**config.mk**
```make
export PLATFORM = sky130hd
export DESIGN_NAME = uvc_payload_frame_assembler
export DESIGN_NICKNAME = d
export VERILOG_FILES = /design/src/rtl/core/ufa_pkg.sv /design/src/rtl/core/ufa_in_stage.sv /design/src/rtl/core/ufa_engine.sv /design/src/rtl/core/uvc_payload_frame_assembler.sv
export SDC_FILE = /design/constraint.sdc
export NUM_CORES = 1
export LEC_CHECK = 0
export BUFFER_PORTS_ARGS = -buffer_cell sky130_fd_sc_hd__buf_2
export CAP_MARGIN = 10
export CORE_MARGIN = 5
export CORE_UTILIZATION = 50
export CTS_BUF_LIST = sky130_fd_sc_hd__clkbuf_4 sky130_fd_sc_hd__clkbuf_8 sky130_fd_sc_hd__clkbuf_16
export DETAILED_ROUTE_END_ITERATION = 8
export PLACE_DENSITY = 0.72
export SKIP_LAST_GASP = 1
export SYNTH_ARGS = -nofsm -noshare
export SYNTH_HDL_FRONTEND = slang
export SYNTH_SLANG_ARGS = --single-unit
```
**constraint.sdc**
```tcl
create_clock -name clock -period 7.9 [get_ports clock]
set_input_delay 0.79 -clock clock [delete_from_list [all_inputs] [get_ports clock]]
set_output_delay 0.79 -clock clock [all_outputs]
set_load 0.1 [all_outputs]
```
**src/rtl/core/ufa_pkg.sv**
```systemverilog
package ufa_pkg;

   localparam logic OP_BYTE = 1'b0;
   localparam logic OP_END  = 1'b1;

   localparam logic KIND_WRITE = 1'b0;
   localparam logic KIND_FRAME = 1'b1;

   localparam logic [11:0] IDX_MAX       = 12'hFFF;
   localparam logic [7:0]  EOF_MASK      = 8'h02;
   localparam logic [11:0] MIN_PACKET    = 12'd2;
   localparam logic [7:0]  MIN_HEADER    = 8'd2;
   localparam logic [23:0] CAP_RESET     = 24'd1114112;

   typedef struct packed {
      logic        opcode;
      logic [7:0]  data_byte;
      logic        first_in_packet;
      logic [11:0] packet_length;
      logic        packet_error;
   } req_item_type;

   typedef struct packed {
      logic        kind;
      logic [23:0] write_offset;
      logic [7:0]  payload_byte;
      logic [23:0] frame_length;
      logic [31:0] frame_number;
   } rsp_item_type;

endpackage

```
**src/rtl/core/ufa_in_stage.sv**
```systemverilog
module ufa_in_stage
   import ufa_pkg::*;
(
   input  logic         clock,
   input  logic         reset,
   input  logic         req_valid,
   output logic         req_ready,
   input  req_item_type req_item,
   output logic         item_valid,
   input  logic         item_take,
   output req_item_type item
);

   logic         valid_ff;
   logic         valid_in;
   req_item_type item_ff;

   assign req_ready  = item_take || !valid_ff;
   assign valid_in   = req_ready ? req_valid : valid_ff;
   assign item_valid = valid_ff;
   assign item       = item_ff;

   always_ff @(posedge clock) begin
      if (reset) begin
         valid_ff <= 1'b0;
      end else begin
         valid_ff <= valid_in;
      end
   end

   always_ff @(posedge clock) begin
      if (req_valid && req_ready) begin
         item_ff <= req_item;
      end
   end

endmodule

```
**src/rtl/core/ufa_engine.sv**
```systemverilog
module ufa_engine
   import ufa_pkg::*;
#(
   parameter int POSITION_BITS = 24
)
(
   input  logic         clock,
   input  logic         reset,
   input  logic         csr_write_enable,
   input  logic [23:0]  csr_write_data,
   input  logic         item_valid,
   output logic         item_take,
   input  req_item_type item,
   output logic         rsp_valid,
   input  logic         rsp_ready,
   output rsp_item_type rsp
);

   localparam int POS_W = POSITION_BITS + 1;

   logic [23:0]        capacity_ff;
   logic [11:0]        byte_index_ff, byte_index_in;
   logic [7:0]         header_length_ff, header_length_in;
   logic               accepted_ff, accepted_in;
   logic               eof_ff, eof_in;
   logic [POS_W-1:0]   pos_ff, pos_in;
   logic [POS_W-1:0]   tstart_ff, tstart_in;
   logic [31:0]        frames_ff, frames_in;
   logic               rsp_valid_ff;
   rsp_item_type       rsp_ff;

   logic               advance;
   logic               fire;
   logic               emit;
   rsp_item_type       res;
   logic [31:0]        cap_wide;
   logic [POS_W-1:0]   cap;
   logic [POS_W-1:0]   pos_end;
   logic [POS_W+23:0]  pos_ext;
   logic [POS_W+23:0]  pos_end_ext;
   logic [11:0]        idx_cur;
   logic [7:0]         hlen_cur;
   logic               acc_cur;

   assign advance   = !rsp_valid_ff || rsp_ready;
   assign item_take = advance;
   assign fire      = item_valid && advance;
   assign rsp_valid = rsp_valid_ff;
   assign rsp       = rsp_ff;

   // capacity masked to the position width
   assign cap_wide    = {8'd0, capacity_ff};
   assign cap         = {1'b0, cap_wide[POSITION_BITS-1:0]};
   // roll back a transfer that overran capacity
   assign pos_end     = (pos_ff > cap) ? tstart_ff : pos_ff;
   assign pos_ext     = {24'd0, pos_ff};
   assign pos_end_ext = {24'd0, pos_end};

   always_comb begin
      byte_index_in    = byte_index_ff;
      header_length_in = header_length_ff;
      accepted_in      = accepted_ff;
      eof_in           = eof_ff;
      pos_in           = pos_ff;
      tstart_in        = tstart_ff;
      frames_in        = frames_ff;
      emit             = 1'b0;
      res              = '0;
      idx_cur          = byte_index_ff;
      hlen_cur         = header_length_ff;
      acc_cur          = accepted_ff;

      if (item.opcode == OP_END) begin
         pos_in = pos_end;
         if (eof_ff && (pos_end != '0)) begin
            frames_in        = frames_ff + 32'd1;
            emit             = 1'b1;
            res.kind         = KIND_FRAME;
            res.frame_length = pos_end_ext[23:0];
            res.frame_number = frames_ff + 32'd1;
            pos_in           = '0;
         end
         tstart_in        = pos_in;
         eof_in           = 1'b0;
         accepted_in      = 1'b0;
         byte_index_in    = '0;
         header_length_in = '0;
      end else begin
         // the first byte decides the whole packet
         if (item.first_in_packet) begin
            idx_cur  = '0;
            hlen_cur = item.data_byte;
            acc_cur  = !item.packet_error && (item.packet_length >= MIN_PACKET) &&
                       (item.data_byte >= MIN_HEADER) &&
                       ({4'd0, item.data_byte} <= item.packet_length);
         end
         header_length_in = hlen_cur;
         accepted_in      = acc_cur;
         byte_index_in    = (idx_cur < IDX_MAX) ? idx_cur + 12'd1 : idx_cur;

         if (acc_cur && (idx_cur < item.packet_length)) begin
            if (idx_cur == 12'd1) begin
               if ((item.data_byte & EOF_MASK) != 8'd0) begin
                  eof_in = 1'b1;
               end
            end else if (idx_cur >= {4'd0, hlen_cur}) begin
               if (pos_ff < cap) begin
                  emit             = 1'b1;
                  res.kind         = KIND_WRITE;
                  res.write_offset = pos_ext[23:0];
                  res.payload_byte = item.data_byte;
               end
               if (pos_ff != '1) begin
                  pos_in = pos_ff + POS_W'(1);
               end
            end
         end
      end
   end

   always_ff @(posedge clock) begin
      if (reset) begin
         capacity_ff <= CAP_RESET;
      end else if (csr_write_enable) begin
         capacity_ff <= csr_write_data;
      end
   end

   always_ff @(posedge clock) begin
      if (reset) begin
         byte_index_ff    <= '0;
         header_length_ff <= '0;
         accepted_ff      <= 1'b0;
         eof_ff           <= 1'b0;
         pos_ff           <= '0;
         tstart_ff        <= '0;
         frames_ff        <= '0;
      end else if (fire) begin
         byte_index_ff    <= byte_index_in;
         header_length_ff <= header_length_in;
         accepted_ff      <= accepted_in;
         eof_ff           <= eof_in;
         pos_ff           <= pos_in;
         tstart_ff        <= tstart_in;
         frames_ff        <= frames_in;
      end
   end

   always_ff @(posedge clock) begin
      if (reset) begin
         rsp_valid_ff <= 1'b0;
      end else if (advance) begin
         rsp_valid_ff <= fire && emit;
      end
   end

   always_ff @(posedge clock) begin
      if (fire && emit) begin
         rsp_ff <= res;
      end
   end

`ifndef SYNTH
   a_frame_len_nonzero: assert property (@(posedge clock) disable iff (reset)
      (rsp_valid_ff && (rsp_ff.kind == KIND_FRAME)) |-> (rsp_ff.frame_length != 24'd0))
      else $error("frame complete word with zero length");

   a_end_clears_eof: assert property (@(posedge clock) disable iff (reset)
      (fire && (item.opcode == OP_END)) |=> (!eof_ff && !accepted_ff && (byte_index_ff == '0)))
      else $error("end of transfer left packet state behind");

   a_frame_resets_pos: assert property (@(posedge clock) disable iff (reset)
      (fire && emit && (res.kind == KIND_FRAME)) |=> ((pos_ff == '0) && (tstart_ff == '0)))
      else $error("position not cleared after frame complete");

   a_count_only_on_frame: assert property (@(posedge clock) disable iff (reset)
      !(fire && emit && (res.kind == KIND_FRAME)) |=> $stable(frames_ff))
      else $error("frame count moved without a frame complete word");
`endif

endmodule

```
**src/rtl/core/uvc_payload_frame_assembler.sv**
```systemverilog
// Channel | Handshake            | Payload
// req     | req_valid/req_ready  | opcode, data_byte, first_in_packet, packet_length,
//         |                      | packet_error
// rsp     | rsp_valid/rsp_ready  | kind, write_offset, payload_byte, frame_length,
//         |                      | frame_number
// csr     | csr_write_enable     | csr_write_data (frame capacity)
//
// One word per cycle sustained while results are taken; an accepted word is held in the
// input register, then the state update feeds its result, if any, into the result register.
// Reset clears all packet, position and frame-count state and sets capacity to 1114112.
// With a result pending and rsp_ready low the result register holds; the input register takes one more
// word, then req_ready drops until the result is taken.
module uvc_payload_frame_assembler
   import ufa_pkg::*;
#(
   parameter int POSITION_BITS = 24
)
(
   input  logic        clock,
   input  logic        reset,
   input  logic        csr_write_enable,
   input  logic [23:0] csr_write_data,
   input  logic        req_valid,
   output logic        req_ready,
   input  logic        req_opcode,
   input  logic [7:0]  req_data_byte,
   input  logic        req_first_in_packet,
   input  logic [11:0] req_packet_length,
   input  logic        req_packet_error,
   output logic        rsp_valid,
   input  logic        rsp_ready,
   output logic        rsp_kind,
   output logic [23:0] rsp_write_offset,
   output logic [7:0]  rsp_payload_byte,
   output logic [23:0] rsp_frame_length,
   output logic [31:0] rsp_frame_number
);

   req_item_type req_item;
   req_item_type item;
   rsp_item_type rsp;
   logic         item_valid;
   logic         item_take;

   assign req_item.opcode          = req_opcode;
   assign req_item.data_byte       = req_data_byte;
   assign req_item.first_in_packet = req_first_in_packet;
   assign req_item.packet_length   = req_packet_length;
   assign req_item.packet_error    = req_packet_error;

   assign rsp_kind         = rsp.kind;
   assign rsp_write_offset = rsp.write_offset;
   assign rsp_payload_byte = rsp.payload_byte;
   assign rsp_frame_length = rsp.frame_length;
   assign rsp_frame_number = rsp.frame_number;

   ufa_in_stage u_in_stage (
      .clock      (clock),
      .reset      (reset),
      .req_valid  (req_valid),
      .req_ready  (req_ready),
      .req_item   (req_item),
      .item_valid (item_valid),
      .item_take  (item_take),
      .item       (item)
   );

   ufa_engine #(
      .POSITION_BITS (POSITION_BITS)
   ) u_engine (
      .clock            (clock),
      .reset            (reset),
      .csr_write_enable (csr_write_enable),
      .csr_write_data   (csr_write_data),
      .item_valid       (item_valid),
      .item_take        (item_take),
      .item             (item),
      .rsp_valid        (rsp_valid),
      .rsp_ready        (rsp_ready),
      .rsp              (rsp)
   );

endmodule
```
* Word level (Yosys, flattened, before mapping)
Index checks and enable logic that the tools add are counted.
** Word-level totals
- Register bits after elaboration :: 242
- Logic and storage cells :: 94
- Bits in read-only memories :: 0
- Input port bits :: 52
- Memory bits (writable) :: 0
- Latch bits :: 0
- Memories kept :: 0
- Output and inout port bits :: 91
** Operators by class
- Multipliers :: 0
- Divide/modulo/power cells :: 0
- Equality and inequality tests :: 3
- Reduce and logical (&&, ||, !) cells :: 25
- Order comparisons :: 8
- Bitwise logic cells :: 3
- Add/sub/neg operators :: 3
- Shifts and indexed selects :: 0
- Muxes and demuxes :: 32
** Operators with widths (number)
- $mux 25 :: 7
- $mux 33 :: 3
- $mux 12 :: 4
- $add 32x1->32 const B :: 1
- $mux 32 :: 1
- $add 25x1->25 const B :: 1
- $gt 25x24->1 :: 1
- $lt 25x24->1 :: 1
- $ne 25x25->1 const B :: 1
- $reduce_bool 25->1 :: 1
- $mux 8 :: 3
- $mux 1 :: 14
- $add 12x1->12 const B :: 1
- $eq 12x1->1 const B :: 1
- $ge 12x2->1 const B :: 1
- $ge 12x8->1 :: 1
- $le 8x12->1 :: 1
- $lt 12x12->1 :: 1
- $lt 12x12->1 const B :: 1
- $reduce_bool 2->1 :: 5
- $ge 8x2->1 const B :: 1
- $logic_and 1x1->1 :: 8
- $reduce_and 5->1 :: 1
- $reduce_or 5->1 :: 1
- other kinds (7) :: 13

* Depth between registers and ports, before layout
- Depth after elaboration :: 10
- Depth in mapped cells :: 16
- Depth with buffers taken out :: 11

* Hierarchy
Synthesis repeated with hierarchy kept, for this count alone.
** Unflattened totals
- Cell total of the unflattened synthesis :: 1259
- Area, all modules :: 12356.9 µm²
** By module, submodules not included
- ufa_engine :: times used 1, area each 11611.1 µm², cells an instance 1231, sequential area each 5255.0 µm²
- ufa_in_stage :: times used 1, area each 745.7 µm², cells an instance 28, sequential area each 710.7 µm²

* Worst setup path before layout
Ideal clock, no wire load.
- Path type :: flip-flop to flip-flop
- From :: register u_in_stage.item_ff (netlist bit u_in_stage.item[13])
- To :: register u_engine.rsp_ff (netlist bit u_engine.rsp[0]) (enable)
- Setup slack :: 1.997 ns
- Arrival time :: 5.453 ns
- Required time :: 7.450 ns
- Stages on the path, launching flop included :: 15
- Period minus slack after synthesis :: 5.903 ns
- Path buffers :: 5
- Setup time :: 0.450 ns
- Path through :: edfxtp_1 clkbuf_1 buf_1 clkbuf_1 nor2b_1 ha_1 or4_1 o211ai_1 nand4b_1 or3_1 clkbuf_1 nor3_1 clkbuf_1 nand2_1 nand2_1
** Between the ends
- Longest elaborated chain between the ends :: 8
- Elaborated cells between the ends (all ways) :: 15
- Those cells by class :: order compare (2); eq/ne (1); mux (10); reduce/logical (2)
** Ends and longest elaborated chain
- from (decl) :: RTL line ufa_in_stage.sv:16 : req_item_type item_ff;
- from (signal assigned) :: RTL line ufa_in_stage.sv:33 : item_ff <= req_item;
- $mux 12 or $mux 8 (tied branches) :: RTL line ufa_engine.sv:90 : if (item.first_in_packet) begin
- $mux 12 or $mux 8 (tied branches) :: RTL line ufa_engine.sv:73 : if (item.opcode == OP_END) begin
- $ge 12x8->1 :: RTL line ufa_engine.sv:106 : end else if (idx_cur >= {4'd0, hlen_cur}) begin
- $mux 1 :: RTL line ufa_engine.sv:106
- $mux 1 :: RTL line ufa_engine.sv:102 : if (idx_cur == 12'd1) begin
- $mux 1 * :: RTL line ufa_engine.sv:101 : if (acc_cur && (idx_cur < item.packet_length)) begin
- $mux 1 * :: RTL line ufa_engine.sv:73
- $logic_and 1x1->1 * :: RTL line ufa_engine.sv:158 : if (fire && emit) begin
- to (signal assigned) :: RTL line ufa_engine.sv:159 : rsp_ff <= res;
- to (decl) :: RTL line ufa_engine.sv:30 : rsp_item_type rsp_ff;
Every way passes the cells marked *; elsewhere a longest branch is shown, timed or not. The select of a mux whose other input is x is not followed.
A chain may end at the register's enable or synchronous reset.

* Worst setup path in the final report
- From :: register u_in_stage.item_ff (netlist bit u_in_stage.item[13])
- To :: register u_engine.rsp_ff (netlist bit u_engine.rsp[13]) (enable)
Same word-level chain as after synthesis.

==> flow_metrics.env <==
export IMPL_dr_total_vias=10100
export IMPL_synth_seq_cells=242
export IMPL_cp_required_ns=8.04
export IMPL_drt_initial_drc_count=964
export IMPL_drive_gt1_share_pct=16.3
export IMPL_relSlewSlack_pct=20.5
export IMPL_reg2reg_setup_slack_ns=3.11
export IMPL_status="complete, no violations"
export IMPL_yosys_top_cells_area="edfxtp_1 (27%), dfxtp_1 (21%), ha_1 (5.6%)"
export IMPL_finalInstanceArea_sq_um=14100
export IMPL_cts_resized=0
export IMPL_setup_viol=0
export IMPL_ant_nets=0
export IMPL_yosys_top_cells_count="nor2_1 (165), dfxtp_1 (130), edfxtp_1 (112), nand2_1 (102), a21oi_1 (82)"
export IMPL_synth_adder_area_share_pct=5.59
export IMPL_port_buffers=142
export IMPL_arrival_ns=4.93
export IMPL_synth_edf_count=112
export IMPL_cts_hold_buf=0
export IMPL_synth_ff_type="dfxtp_1"
export IMPL_yosysMostFrequentCell="nor2_1"
export IMPL_cp_end_kind="register"
export IMPL_ir_drop_mv=0.186
export IMPL_antenna_found_initial=1
export IMPL_critPathLaunchType="register"
export IMPL_p_leak_nw=5.58
export IMPL_post_cts_setup_buffers=0
export IMPL_dpl_hpwl_um=22900
export IMPL_synth_compound_area_share_pct=12.8
export IMPL_synth_top_area_cell="edfxtp_1"
export IMPL_clock_path_buffers=3
export IMPL_wl_per_cell_um=18.6
export IMPL_report_final_slew_viol_count=0
export IMPL_cts_htree_levels=1
export IMPL_cts_made_buffers=26
export IMPL_antenna_cells=0
export IMPL_synthesis_area_sq_um=12300
export IMPL_critPathMaxFanout=89
export IMPL_yosys_area_share_simple_pct=22.2
export IMPL_tns_ns=0
export IMPL_synth_distinct_cells=83
export IMPL_timing_final_crit_share_pct=60.7
export IMPL_yosys_warnings=0
export IMPL_totalWireLength_um=32300
export IMPL_maxCapViolCount=0
export IMPL_synth_top_family_by_area="simple AND/OR/NAND/NOR gates"
export IMPL_die_w_um=167
export IMPL_power_density_nw_per_um2=198
export IMPL_clock_sinks=242
export IMPL_synth_cells=1283
export IMPL_overflow=0
export IMPL_worst_pin_slew_ns=1.19
export IMPL_start_util_pct=50.7
export IMPL_synth_top_area_share_pct=27.3
export IMPL_die_y_um=167
export IMPL_finalCriticalPeriod_ns=4.79
export IMPL_core_area_sq_um=24200
export IMPL_clk_latency_ns=0.52
export IMPL_finalHoldViolCount=0
export IMPL_ys_seq_area_share_pct=48.5
export IMPL_ios=143
export IMPL_syn_nets=1390
export IMPL_dpl_cell_area_sq_um=13200
export IMPL_die_area_sq_um=27800
export IMPL_drc=0
export IMPL_holdWs_ns=0.441
export IMPL_hp_class="in2reg"
export IMPL_async_flop_share_pct=0
export IMPL_power_mw=2.79
export IMPL_finClkSkew_ns=0.0100
export IMPL_rows=57
export IMPL_stdcell_count=1738
export IMPL_synthMuxAreaShare_pct=3.72
export IMPL_fmax_ghz=0.209
export IMPL_dr_pass1_iters=5
export IMPL_cts_tree="built"
export IMPL_area_growth_pct=14.8
export IMPL_gp_congestion=0.935
export IMPL_rsz0062_at_grt="false"
export IMPL_clk_pin_slew_worst_paths_ns=0.06
export IMPL_dp_cells=1689
export IMPL_grt_max_degree=90
export IMPL_grt_pass1_wl_um=51600
export IMPL_avgSynthCellArea_sq_um=9.59
export IMPL_finalNetCount=1501
export IMPL_vias_per_cell=5.82
export IMPL_synth_xor_area_share_pct=3.20
export IMPL_root_buffer="clkbuf_16"
export IMPL_critPathKind="reg2reg"
export IMPL_grt_pass1_vias=9597
export IMPL_grt_use_total_pct=22.4
==> routing by layer <==
| metal | global-route usage [%] | up-vias | part of all wire [%] |
|---|---|---|---|
| li1 | - | 4866 | - |
| met1 | 30.2 | 4724 | 43 |
| met2 | 36.6 | 437 | 47 |
| met3 | 4.29 | 88 | 7.7 |
| met4 | 7.15 | 2 | 3.1 |
| met5 | 0 | - | 0.040 |
==> flip-flops by register name (all words and copies together), names as in the netlist <==
name                       cells
u_engine.eof_ff                1
u_engine.capacity_ff          24
u_engine.pos_ff               25
u_engine.frames_ff            32
u_engine.rsp_valid             1
u_engine.byte_index_ff        12
u_in_stage.item               23
u_in_stage.item_valid          1
u_engine.rsp                  89
u_engine.tstart_ff            25
u_engine.accepted_ff           1
u_engine.header_length_ff      8
==> cell usage in the layout (no fill, tap or decap), types with 17 or more instances in the layout <==
cell type  netlist  final
and3_1          17     17
a21oi_1         82     82
nand2_1        102    101
ha_1            55     55
buf_2           10    142
xnor2_1         29     29
dfxtp_1        130    130
edfxtp_1       112    112
nor2_1         165    165
and2_1          38     38
nand4_1         22     22
nor2b_1         17     17
clkbuf_16        0     28
o21ai_0         37     37
mux2i_1         39     39
inv_1           52     52
nand3_1         43     42
nor4_1          32     32
nor3_1          40     39
==> final cells by class <==
cell class / count / area [sq um]
sequential: 242 / 5970
timing repair buffer: 157 / 821
multi-input combinational: 914 / 5860
clock buffer: 36 / 786
clock inverter: 12 / 91.3
fill: 2147 / 10100
tap: 324 / 405
inverter: 53 / 199
==> critical path, cell delays in order (launching register included) <==
cell and delay [ns]:
edfxtp_1 1.14, nor2b_1 0.25, ha_1 0.28, or4_1 0.50
o211ai_1 0.18, nand4b_1 0.27, or3_1 0.57, nor3_2 0.18
nand2_1 0.12, nand2_4 0.77
==> kinds of logic (layout without fill, tap and decap cells) <==
family | Yosys count | after routing
simple gates | 539 | 539
fa+ha+maj | 55 | 55
compound gates | 230 | 230
buf+inv | 127 | 258
flops | 242 | 242
xor+xnor | 45 | 45
mux | 45 | 45
==> where the power goes <==
group | switching [mW] | internal (mW)
logic | 0.140 | 0.0809
clock network | 0.493 | 0.727
registers | 0.0274 | 1.32
total | 0.660 | 2.13
==> per-stage QoR <==
| stage | utilization (%) | worst slack, ns |
|---|---|---|
| floorplan | - | 2.00 |
| detailed placement | 54.6 | 3.21 |
| CTS | 58.2 | 3.18 |
| finish | 58.2 | 3.11 |
| global placement | 54.6 | 3.36 |
| global route | 58.2 | 2.82 |
==> worst paths after layout <==
| path | start | endpoint | cells after the start |
|---|---|---|---|
| worst max register to register | u_in_stage.item[13] | u_engine.rsp[13] | 9 |
| worst min-delay path | req_data_byte[3] | u_in_stage.item[17] | 1 |
| worst max-delay path | u_in_stage.item[13] | u_engine.rsp[13] | 9 |
| worst min register to register | u_engine.tstart_ff[24] | u_engine.tstart_ff[24] | 2 |
(Power assumes the default switching activity.)
